==> src/rtl/ppun_pkg.sv <==
package ppun_pkg;

	// Default geometry of a frame.
	localparam int FIELD_BITS_DEF = 10;
	localparam int READINGS_DEF   = 8;

	// The unpacker never holds more than this many leftover bits.
	localparam int HELD_MAX = 15;
	localparam int HELD_W   = 4;

	localparam int RAW_W  = 10;
	localparam int GAIN_W = 24;
	localparam int PROX_W = 17;
	localparam int CHAN_W = 3;

	// Channel numbering starts at this value and counts down, modulo eight.
	localparam int CHAN_BASE = 11;

	localparam logic [PROX_W-1:0] PROX_ONE = PROX_W'(65536);
	localparam int                ROUND_SHIFT = 8;

	localparam logic [RAW_W-1:0]  CUTOFF_RST    = RAW_W'(150);
	localparam logic [RAW_W-1:0]  FULL_SCALE_RST = RAW_W'(1000);
	localparam logic [RAW_W-1:0]  OFFSET_RST    = RAW_W'(100);
	localparam logic [GAIN_W-1:0] GAIN_RST      = GAIN_W'(18641);

	localparam int CFG_IDX_W = 2;

	typedef enum logic [CFG_IDX_W-1:0] {
		CFG_CUTOFF     = 2'd0,
		CFG_FULL_SCALE = 2'd1,
		CFG_OFFSET     = 2'd2,
		CFG_GAIN       = 2'd3
	} cfg_idx_t;

	typedef struct packed {
		logic [7:0] data_byte;
		logic       frame_start;
	} in_t;

	typedef struct packed {
		logic [CHAN_W-1:0] channel;
		logic [RAW_W-1:0]  raw_reading;
		logic [PROX_W-1:0] proximity;
		logic              last_reading;
	} out_t;

endpackage

==> src/rtl/packed_proximity_unpack_normalize_unit.sv <==
// A byte that completes a reading is held in the stage 1 register and then in the result
// register. Throughput: one byte per cycle while out_stall is low; the stage 1 register
// feeds one 10x24 multiplier that sits between the unpack stage and the result register.
// Reset clears the unpacker, the pipeline valid bits and loads the register defaults.
// A byte that does not complete a reading produces no transaction on the output.
module packed_proximity_unpack_normalize_unit #(
	parameter int FIELD_BITS         = ppun_pkg::FIELD_BITS_DEF,
	parameter int READINGS_PER_FRAME = ppun_pkg::READINGS_DEF
) (
	input  logic                                clk,
	input  logic                                arst_n,
	input  logic                                in_valid,
	output logic                                in_stall,
	input  ppun_pkg::in_t                       in_data,
	output logic                                out_valid,
	input  logic                                out_stall,
	output ppun_pkg::out_t                      out_data,
	input  logic                                cfg_valid,
	output logic                                cfg_ready,
	input  logic [ppun_pkg::CFG_IDX_W-1:0]      cfg_index,
	input  logic [ppun_pkg::GAIN_W-1:0]         cfg_data
);

	localparam int IDX_W  = (READINGS_PER_FRAME > 1) ? $clog2(READINGS_PER_FRAME) : 1;
	localparam int ACC_W  = ppun_pkg::HELD_MAX;
	localparam int BITS_W = ACC_W + 8;
	localparam int TOT_W  = ppun_pkg::HELD_W + 1;
	localparam int RAW_W  = ppun_pkg::RAW_W;
	localparam int GAIN_W = ppun_pkg::GAIN_W;
	localparam int PROX_W = ppun_pkg::PROX_W;
	localparam int PROD_W = RAW_W + GAIN_W + 1;

	// Configuration registers.
	logic [RAW_W-1:0]  cutoff_q;
	logic [RAW_W-1:0]  full_scale_q;
	logic [RAW_W-1:0]  offset_q;
	logic [GAIN_W-1:0] gain_q;

	// Unpacker state.
	logic [ACC_W-1:0]              acc_q;
	logic [ppun_pkg::HELD_W-1:0]   held_q;
	logic [IDX_W-1:0]              idx_q;

	// Stage 1: unpacked reading.
	logic                          valid_s1;
	logic [RAW_W-1:0]              raw_s1;
	logic [ppun_pkg::CHAN_W-1:0]   chan_s1;
	logic                          last_s1;

	// Stage 2: result register.
	logic                          valid_s2;
	ppun_pkg::out_t                res_s2;

	logic en_s1;
	logic en_s2;
	logic accept;

	assign en_s2     = !valid_s2 || !out_stall;
	assign en_s1     = !valid_s1 || en_s2;
	assign in_stall  = !en_s1;
	assign accept    = in_valid && en_s1;
	assign cfg_ready = 1'b1;

	assign out_valid = valid_s2;
	assign out_data  = res_s2;

	// Unpack logic.
	logic [ACC_W-1:0]            acc_eff;
	logic [ppun_pkg::HELD_W-1:0] held_eff;
	logic [IDX_W-1:0]            idx_eff;
	logic [ACC_W-1:0]            held_mask;
	logic [BITS_W-1:0]           bits;
	logic [TOT_W-1:0]            total;
	logic                        emit;
	logic [TOT_W-1:0]            rest;
	logic [ppun_pkg::HELD_W-1:0] rest_cap;
	logic [BITS_W-1:0]           shifted;
	logic [BITS_W-1:0]           field_mask;
	logic [BITS_W-1:0]           field;
	logic [ACC_W-1:0]            keep_mask;
	logic [ACC_W-1:0]            total_mask;
	logic                        last;
	logic [ppun_pkg::CHAN_W-1:0] chan;

	always_comb begin
		acc_eff    = in_data.frame_start ? '0 : acc_q;
		held_eff   = in_data.frame_start ? '0 : held_q;
		idx_eff    = in_data.frame_start ? '0 : idx_q;
		held_mask  = ACC_W'((16'(1) << held_eff) - 16'(1));
		bits       = {acc_eff & held_mask, in_data.data_byte};
		total      = TOT_W'(held_eff) + TOT_W'(8);
		emit       = total >= TOT_W'(FIELD_BITS);
		rest       = total - TOT_W'(FIELD_BITS);
		rest_cap   = (rest > TOT_W'(ppun_pkg::HELD_MAX)) ?
			ppun_pkg::HELD_W'(ppun_pkg::HELD_MAX) : rest[ppun_pkg::HELD_W-1:0];
		shifted    = bits >> rest;
		field_mask = (BITS_W'(1) << FIELD_BITS) - BITS_W'(1);
		field      = shifted & field_mask;
		keep_mask  = ACC_W'((16'(1) << rest_cap) - 16'(1));
		total_mask = ACC_W'((16'(1) << total[ppun_pkg::HELD_W-1:0]) - 16'(1));
		last       = (IDX_W + 1)'({1'b0, idx_eff} + (IDX_W + 1)'(1)) >=
			(IDX_W + 1)'(READINGS_PER_FRAME);
		chan       = ppun_pkg::CHAN_W'(5'(ppun_pkg::CHAN_BASE) - 5'(idx_eff));
	end

	always_ff @(posedge clk or negedge arst_n) begin
		if (!arst_n) begin
			acc_q  <= '0;
			held_q <= '0;
			idx_q  <= '0;
		end else if (accept) begin
			if (!emit) begin
				acc_q  <= bits[ACC_W-1:0] & total_mask;
				held_q <= total[ppun_pkg::HELD_W-1:0];
				idx_q  <= idx_eff;
			end else if (last) begin
				acc_q  <= '0;
				held_q <= '0;
				idx_q  <= '0;
			end else begin
				acc_q  <= bits[ACC_W-1:0] & keep_mask;
				held_q <= rest_cap;
				idx_q  <= idx_eff + IDX_W'(1);
			end
		end
	end

	always_ff @(posedge clk or negedge arst_n) begin
		if (!arst_n) begin
			cutoff_q     <= ppun_pkg::CUTOFF_RST;
			full_scale_q <= ppun_pkg::FULL_SCALE_RST;
			offset_q     <= ppun_pkg::OFFSET_RST;
			gain_q       <= ppun_pkg::GAIN_RST;
		end else if (cfg_valid && cfg_ready) begin
			case (ppun_pkg::cfg_idx_t'(cfg_index))
				ppun_pkg::CFG_CUTOFF:     cutoff_q     <= cfg_data[RAW_W-1:0];
				ppun_pkg::CFG_FULL_SCALE: full_scale_q <= cfg_data[RAW_W-1:0];
				ppun_pkg::CFG_OFFSET:     offset_q     <= cfg_data[RAW_W-1:0];
				ppun_pkg::CFG_GAIN:       gain_q       <= cfg_data;
				default: ;
			endcase
		end
	end

	// Stage 1 register.
	always_ff @(posedge clk or negedge arst_n) begin
		if (!arst_n) begin
			valid_s1 <= 1'b0;
		end else if (en_s1) begin
			valid_s1 <= accept && emit;
		end
	end

	always_ff @(posedge clk) begin
		if (accept && emit) begin
			raw_s1  <= field[RAW_W-1:0];
			chan_s1 <= chan;
			last_s1 <= last;
		end
	end

	// Normalization: zero below the cutoff, offset, scale by the Q24 gain, round to nearest Q16, saturate.
	logic [RAW_W-1:0]  diff;
	logic [PROD_W-1:0] prod;
	logic [PROD_W-1:0] rounded;
	logic [PROD_W-ppun_pkg::ROUND_SHIFT-1:0] scaled;
	logic [PROX_W-1:0] prox;

	always_comb begin
		diff    = raw_s1 - offset_q;
		prod    = PROD_W'(diff) * PROD_W'(gain_q);
		rounded = prod + PROD_W'(1 << (ppun_pkg::ROUND_SHIFT - 1));
		scaled  = rounded[PROD_W-1:ppun_pkg::ROUND_SHIFT];
		if (raw_s1 < cutoff_q) begin
			prox = '0;
		end else if (raw_s1 > full_scale_q) begin
			prox = ppun_pkg::PROX_ONE;
		end else if (raw_s1 < offset_q) begin
			prox = '0;
		end else if (scaled > (PROD_W - ppun_pkg::ROUND_SHIFT)'(ppun_pkg::PROX_ONE)) begin
			prox = ppun_pkg::PROX_ONE;
		end else begin
			prox = scaled[PROX_W-1:0];
		end
	end

	// Stage 2 register.
	always_ff @(posedge clk or negedge arst_n) begin
		if (!arst_n) begin
			valid_s2 <= 1'b0;
		end else if (en_s2) begin
			valid_s2 <= valid_s1;
		end
	end

	always_ff @(posedge clk) begin
		if (en_s2 && valid_s1) begin
			res_s2.channel      <= chan_s1;
			res_s2.raw_reading  <= raw_s1;
			res_s2.proximity    <= prox;
			res_s2.last_reading <= last_s1;
		end
	end

endmodule

==> config.mk <==
export PLATFORM = sky130hd
export DESIGN_NAME = packed_proximity_unpack_normalize_unit
export DESIGN_NICKNAME = d
export VERILOG_FILES = /design/src/rtl/ppun_pkg.sv /design/src/rtl/packed_proximity_unpack_normalize_unit.sv
export SDC_FILE = /design/constraint.sdc
export NUM_CORES = 1
export LEC_CHECK = 0
export BUFFER_PORTS_ARGS = -buffer_cell sky130_fd_sc_hd__clkbuf_2
export CELL_PAD_IN_SITES_DETAIL_PLACEMENT = 0
export CELL_PAD_IN_SITES_GLOBAL_PLACEMENT = 1
export CORE_MARGIN = 4
export CORE_UTILIZATION = 50
export DETAILED_ROUTE_END_ITERATION = 6
export PLACE_DENSITY = 0.79
export SLEW_MARGIN = 20
export SYNTH_ARGS = -nofsm -noshare
export SYNTH_HDL_FRONTEND = slang
export SYNTH_SLANG_ARGS = --single-unit
==> constraint.sdc <==
create_clock -name clk -period 8.8 [get_ports clk]
set_input_delay 0.44 -clock clk [delete_from_list [all_inputs] [get_ports clk]]
set_output_delay 0.44 -clock clk [all_outputs]
set_load 0.01 [all_outputs]
== Word level (Yosys, flattened, before mapping) ==
Index checks and enable logic that the tools add are counted.

* Word-level logic and storage cells: 73
* Output and inout bits: 34
* Register bits after elaboration: 123

* Reduce and logical (&&, ||, !) cells: 15
* Shifts and indexed selects: 4
* Bitwise gates (word level): 3
* Eq/ne operators: 3
* Mux-type cells: 13
* Order comparisons: 7
* Multipliers: 1
* Add/subtract/negate cells: 10

{| class="wikitable"
|+ Operators by type and width
! cell !! number
|-
| 17-bit two-way mux || 3
|-
| 15-bit bitwise AND || 3
|-
| 15-bit two-way mux || 3
|-
| 1-bit by 4-bit left shift with 15-bit output, first input constant || 3
|-
| 15-bit by 2-bit subtractor with 15-bit output, second input constant || 3
|-
| 34-bit by 8-bit adder with 35-bit output, second input constant || 1
|-
| 10-bit by 24-bit multiplier with 34-bit output || 1
|-
| 27-bit by 17-bit > comparator with 1-bit output, second input constant || 1
|-
| 23-bit by 5-bit right shift with 10-bit output || 1
|-
| 10-bit less-than comparator || 2
|-
| 4-bit two-way mux || 4
|-
| 10-bit > comparator || 1
|-
| 10-bit subtractor || 1
|-
| 3-bit two-way mux || 3
|-
| 2-bit AND reduction || 4
|-
| 4-bit by 4-bit adder with 5-bit output, second input constant || 1
|-
| 5-bit by 4-bit greater-or-equal comparator with 1-bit output, second input constant || 1
|-
| 5-bit by 4-bit > comparator with 1-bit output, second input constant || 1
|-
| 5-bit by 4-bit subtractor with 5-bit output, second input constant || 1
|-
| 3-bit by 1-bit adder with 4-bit output, second input constant || 1
|-
| 2-bit == test, second input constant || 2
|-
| 4-bit greater-or-equal comparator, second input constant || 1
|-
| 1-bit zero test || 4
|-
| 4-bit OR reduction || 1
|-
| 6 further kinds || 9
|}

== Depth between registers and ports, before layout ==
* Depth after elaboration: 10
* Depth in mapped cells: 33

== Worst setup path after synthesis ==
OpenSTA, ideal clock, no wires.

* Kind: register to register
* From: register offset_q[2]
* To: register res_s2 (netlist bit out_data[11]) (data pin)
* Arrival time: 7.882 ns
* Path slack: 0.749 ns
* Period minus slack after synthesis: 8.051 ns
* Setup time: 0.169 ns
* Stages on the path, launching flop included: 32
* Required time: 8.631 ns
* Cell sequence: dfstp_2 inv_1 ha_1 o21ai_0 a21oi_1 o21ai_0 a21boi_0 o21ai_0 nor2b_1 o311ai_0 clkbuf_1 nand2_1 fa_1 fa_1 inv_1 fa_1 inv_1 fa_1 inv_1 fa_1 ha_1 buf_2 nand2_1 o21ai_1 a22oi_1 a211oi_1 or3_1 a211oi_1 nor4b_2 o211ai_2 buf_6 nor4b_2

* Longest elaborated chain between the ends: 5

{| class="wikitable"
|+ Ends and longest elaborated chain
! what !! line !! source
|-
| start: declaration || packed_proximity_unpack_normalize_unit.sv:36 || <nowiki>logic [RAW_W-1:0] offset_q;</nowiki>
|-
| start signal: assignment || packed_proximity_unpack_normalize_unit.sv:132 || <nowiki>offset_q <= ppun_pkg::OFFSET_RST;</nowiki>
|-
| start signal: assignment || packed_proximity_unpack_normalize_unit.sv:138 || <nowiki>ppun_pkg::CFG_OFFSET: offset_q <= cfg_data[RAW_W-1:0];</nowiki>
|-
| 10-bit subtractor || packed_proximity_unpack_normalize_unit.sv:170 || <nowiki>diff = raw_s1 - offset_q;</nowiki>
|-
| 10-bit by 24-bit multiplier with 34-bit output || packed_proximity_unpack_normalize_unit.sv:171 || <nowiki>prod = PROD_W'(diff) * PROD_W'(gain_q);</nowiki>
|-
| 34-bit by 8-bit adder with 35-bit output || packed_proximity_unpack_normalize_unit.sv:172 || <nowiki>rounded = prod + PROD_W'(1 << (ppun_pkg::ROUND_SHIFT - 1));</nowiki>
|-
| 27-bit by 17-bit > comparator with 1-bit output || packed_proximity_unpack_normalize_unit.sv:180 || <nowiki>end else if (scaled > (PROD_W - ppun_pkg::ROUND_SHIFT)'(ppun_pkg::PROX_ONE)) begin</nowiki>
|-
| 4-bit OR reduction (no line) || -- ||
|-
| end: declaration || packed_proximity_unpack_normalize_unit.sv:52 || <nowiki>ppun_pkg::out_t res_s2;</nowiki>
|}

Several ways; a longest one is shown, not always the timed one.
A chain may end at the register's enable or synchronous reset.

== Worst setup path after layout ==
* From: register offset_q[2]
* To: register res_s2 (netlist bit out_data[6]) (data pin)

Same word-level chain as after synthesis.

==> results.toml <==
[status]
status = "completed"

[cts]
cts_tree = "yes"
post_cts_buffers = 0
clockBufferDepth = 2
clock-sinks = 123
cts_buffers = 17
path_clk_slew_ps = 70
cts-root-buf = "clkbuf_16"
insertion_delay_ps = 440
htreeDepth = 4

[final_layout]
drive_gt1_share_pct = 13.7
final_cell_area_um2 = 17100
antenna_cells = 0
syn_to_final_growth_pct = 9.13
final_nets = 2130
fillers = 2841

[sta]
final-setup-viol-count = 0
max_freq_mhz = 121
fin_crit_ps = 8290
fin_ws_ps = 507
slew_viol_final = 0
slew_headroom_pct = 32.2
tns_ps = 0
timing.final.crit_share_pct = 94.2
fin_skew_ps = 19.1
hold_viol = 0
worst_slew_pin_slew_ps = 1010

[global_routing]
antenna_found_initial = 0
grt_pass1_vias = 13095
grt.overflow.total = 0
grt_pass1_wl_mm = 68.9
grt_max_degree = 61
grt_use_total_pct = 25.4

[route]
drt_wl_total_mm = 42.0
vias_per_cell = 5.79
ant_nets = 0
drtIter0Drc = 871
drt-pass1-iter-count = 5
num_vias = 12725
drc = 0
wl_per_cell_um = 19.1

[critical_path]
worstSetupPathType = "flip-flop to flip-flop"
crit_arrival_ps = 8540
ff2ff_setup_slack_ps = 510
critPathRequiredTime_ps = 9050
crit_fanout = 14
end_kind = "flip-flop"
reg2reg_from = "offset_q[2]"
worstRegToRegCells = 30
crit_slowest_cell = "fa_1"
cpPeakStageDelay_ps = 540
cp-start-kind = "flip-flop"
timing.rr.end = "out_data[6]"

[synth]
synth_cells = 1771
synth_cell_types = 76
syn_nets = 2114
async_reset_ff_share_pct = 63.4
yosysMostFrequentCell = "inv_1"
synth_edf_count = 45
synth_top_area_share_pct = 22.6
synth_area_leaders = "fa_1 (23%), ha_1 (10%), dfrtp_1 (9.4%)"
ys_ff_latch = 123
syn_avg_cell_area_um2 = 8.85
synthTopCellsByCount = "inv_1 (251), nand2_1 (226), fa_1 (177)"
yosysTopAreaCell = "fa_1"
synth_ff_type = "dfrtp_1"
netlist_area_um2 = 15700
seq_area_frac_synth_pct = 21.2
yosysWarnings = 0

[min_path]
min-delay-start = "cfg_data[16]"
hold_path.class = "input pin to flip-flop"
hold_path_end = "gain_q[16]"
whs_path_depth = 2

[floorplan]
num_io_pins = 74
core.rowCount = 64
core_um2 = 30700
start_util_pct = 51.0
die_y_um = 185
die_area_um2 = 34200
dieWidth_um = 185

[place]
place_ws_ps = 263
place_area_um2 = 16400
portBuffers = 72
post-dp-hpwl_mm = 32.6
place_congestion = 0.912

[flow_run]
maxCapViolCount = 0
## worst max path at each step
stage | cells past startpoint | endpoint | startpoint
3_3_place_gp | 28 | out_data[6] | offset_q[2]
3_5_place_dp | 30 | out_data[6] | offset_q[2]
6_report | 30 | out_data[6] | offset_q[2]
2_1_floorplan | 31 | out_data[11] | offset_q[2]
4_1_cts | 30 | out_data[6] | offset_q[2]
5_1_grt | 30 | out_data[9] | raw_s1[0]
## through the flow
step | utilization, % | hold WS [ps] | std cells
2_1_floorplan | - | 144 | 1771
4_1_cts | 55.2 | 206 | 2195
5_1_grt | 55.6 | 215 | 2196
3_3_place_gp | 53.3 | 337 | 2162
6_report | 55.6 | 229 | 2196
3_5_place_dp | 53.3 | 335 | 2162
## final cells by class
class	instances	area [um2]	share of cell area, %
clock buffers	17	425	2.49
inverters	253	950	5.55
clock inverters	15	148	0.864
flip-flops and latches	123	3330	19.5
well taps	396	495	2.90
multi-input cells	1290	11200	65.2
repair buffers	102	598	3.50
## metal layers
| layer | wire [um] | global-route usage, % | up-vias |
|---|---|---|---|
| met5 | 0 | 0 | - |
| met4 | 1090 | 8.19 | 0 |
| met3 | 2190 | 4.56 | 79 |
| met2 | 21300 | 44.1 | 366 |
| met1 | 17300 | 32.3 | 6383 |
| li1 | - | - | 5897 |
## state kept, by name (all words and copies together) (netlist names)
register,flops
acc_q,15
valid_s1,1
out_valid,1
full_scale_q,10
cutoff_q,10
chan_s1,3
out_data,31
gain_q,24
held_q,4
raw_s1,10
last_s1,1
idx_q,3
offset_q,10
## kinds of logic after synthesis
family                   after synthesis  synth area share [%]
AO/OA/AOI/OAI                        300                  11.9
other                                  1                0.0239
flip-flops                           123                  21.2
adder cells (fa/ha/maj)              303                  32.7
buffers and inverters                358                  8.68
XOR/XNOR                              34                  1.90
AND/OR/NAND/NOR                      582                  18.6
multiplexers                          70                  4.98
## critical path, delay by kind of cell (launching register included)
family	cells	cell delay, ps
AND/OR/NAND/NOR	8	2260
buffers and inverters	6	480
flip-flops	1	530
adder cells (fa/ha/maj)	7	3340
AO/OA/AOI/OAI	9	1480
## what timing repair did
item                                    CTS  global route
resized for setup                         0            20
hold endpoints to repair                 18             0
hold buffers                              1             0
endpoints found under the setup margin    0            16
## cell usage in the layout, fill, tap and decap left out, types with 7 or more instances in the layout
cell type	count
o21ai_0	86
o211ai_1	9
nand4_1	13
nand2b_1	7
a31oi_1	10
fa_1	177
a21o_1	14
mux2_2	53
a22oi_1	8
xnor2_1	18
o31ai_1	8
nor4_1	25
nor3_1	23
clkbuf_2	71
dfrtp_1	59
dfstp_2	19
nor2_1	67
edfxtp_1	45
clkbuf_16	17
xor2_1	12
and2_1	114
buf_4	29
mux2i_1	16
nand2_1	225
nand3_1	32
o22ai_1	10
a211oi_1	10
a21oi_1	79
o21a_1	10
nor2b_1	31
ha_1	124
inv_1	251
Power is left out: the tool's default activity adds up to more than one toggle a clock period on the data nets, which glitch-free logic cannot reach.
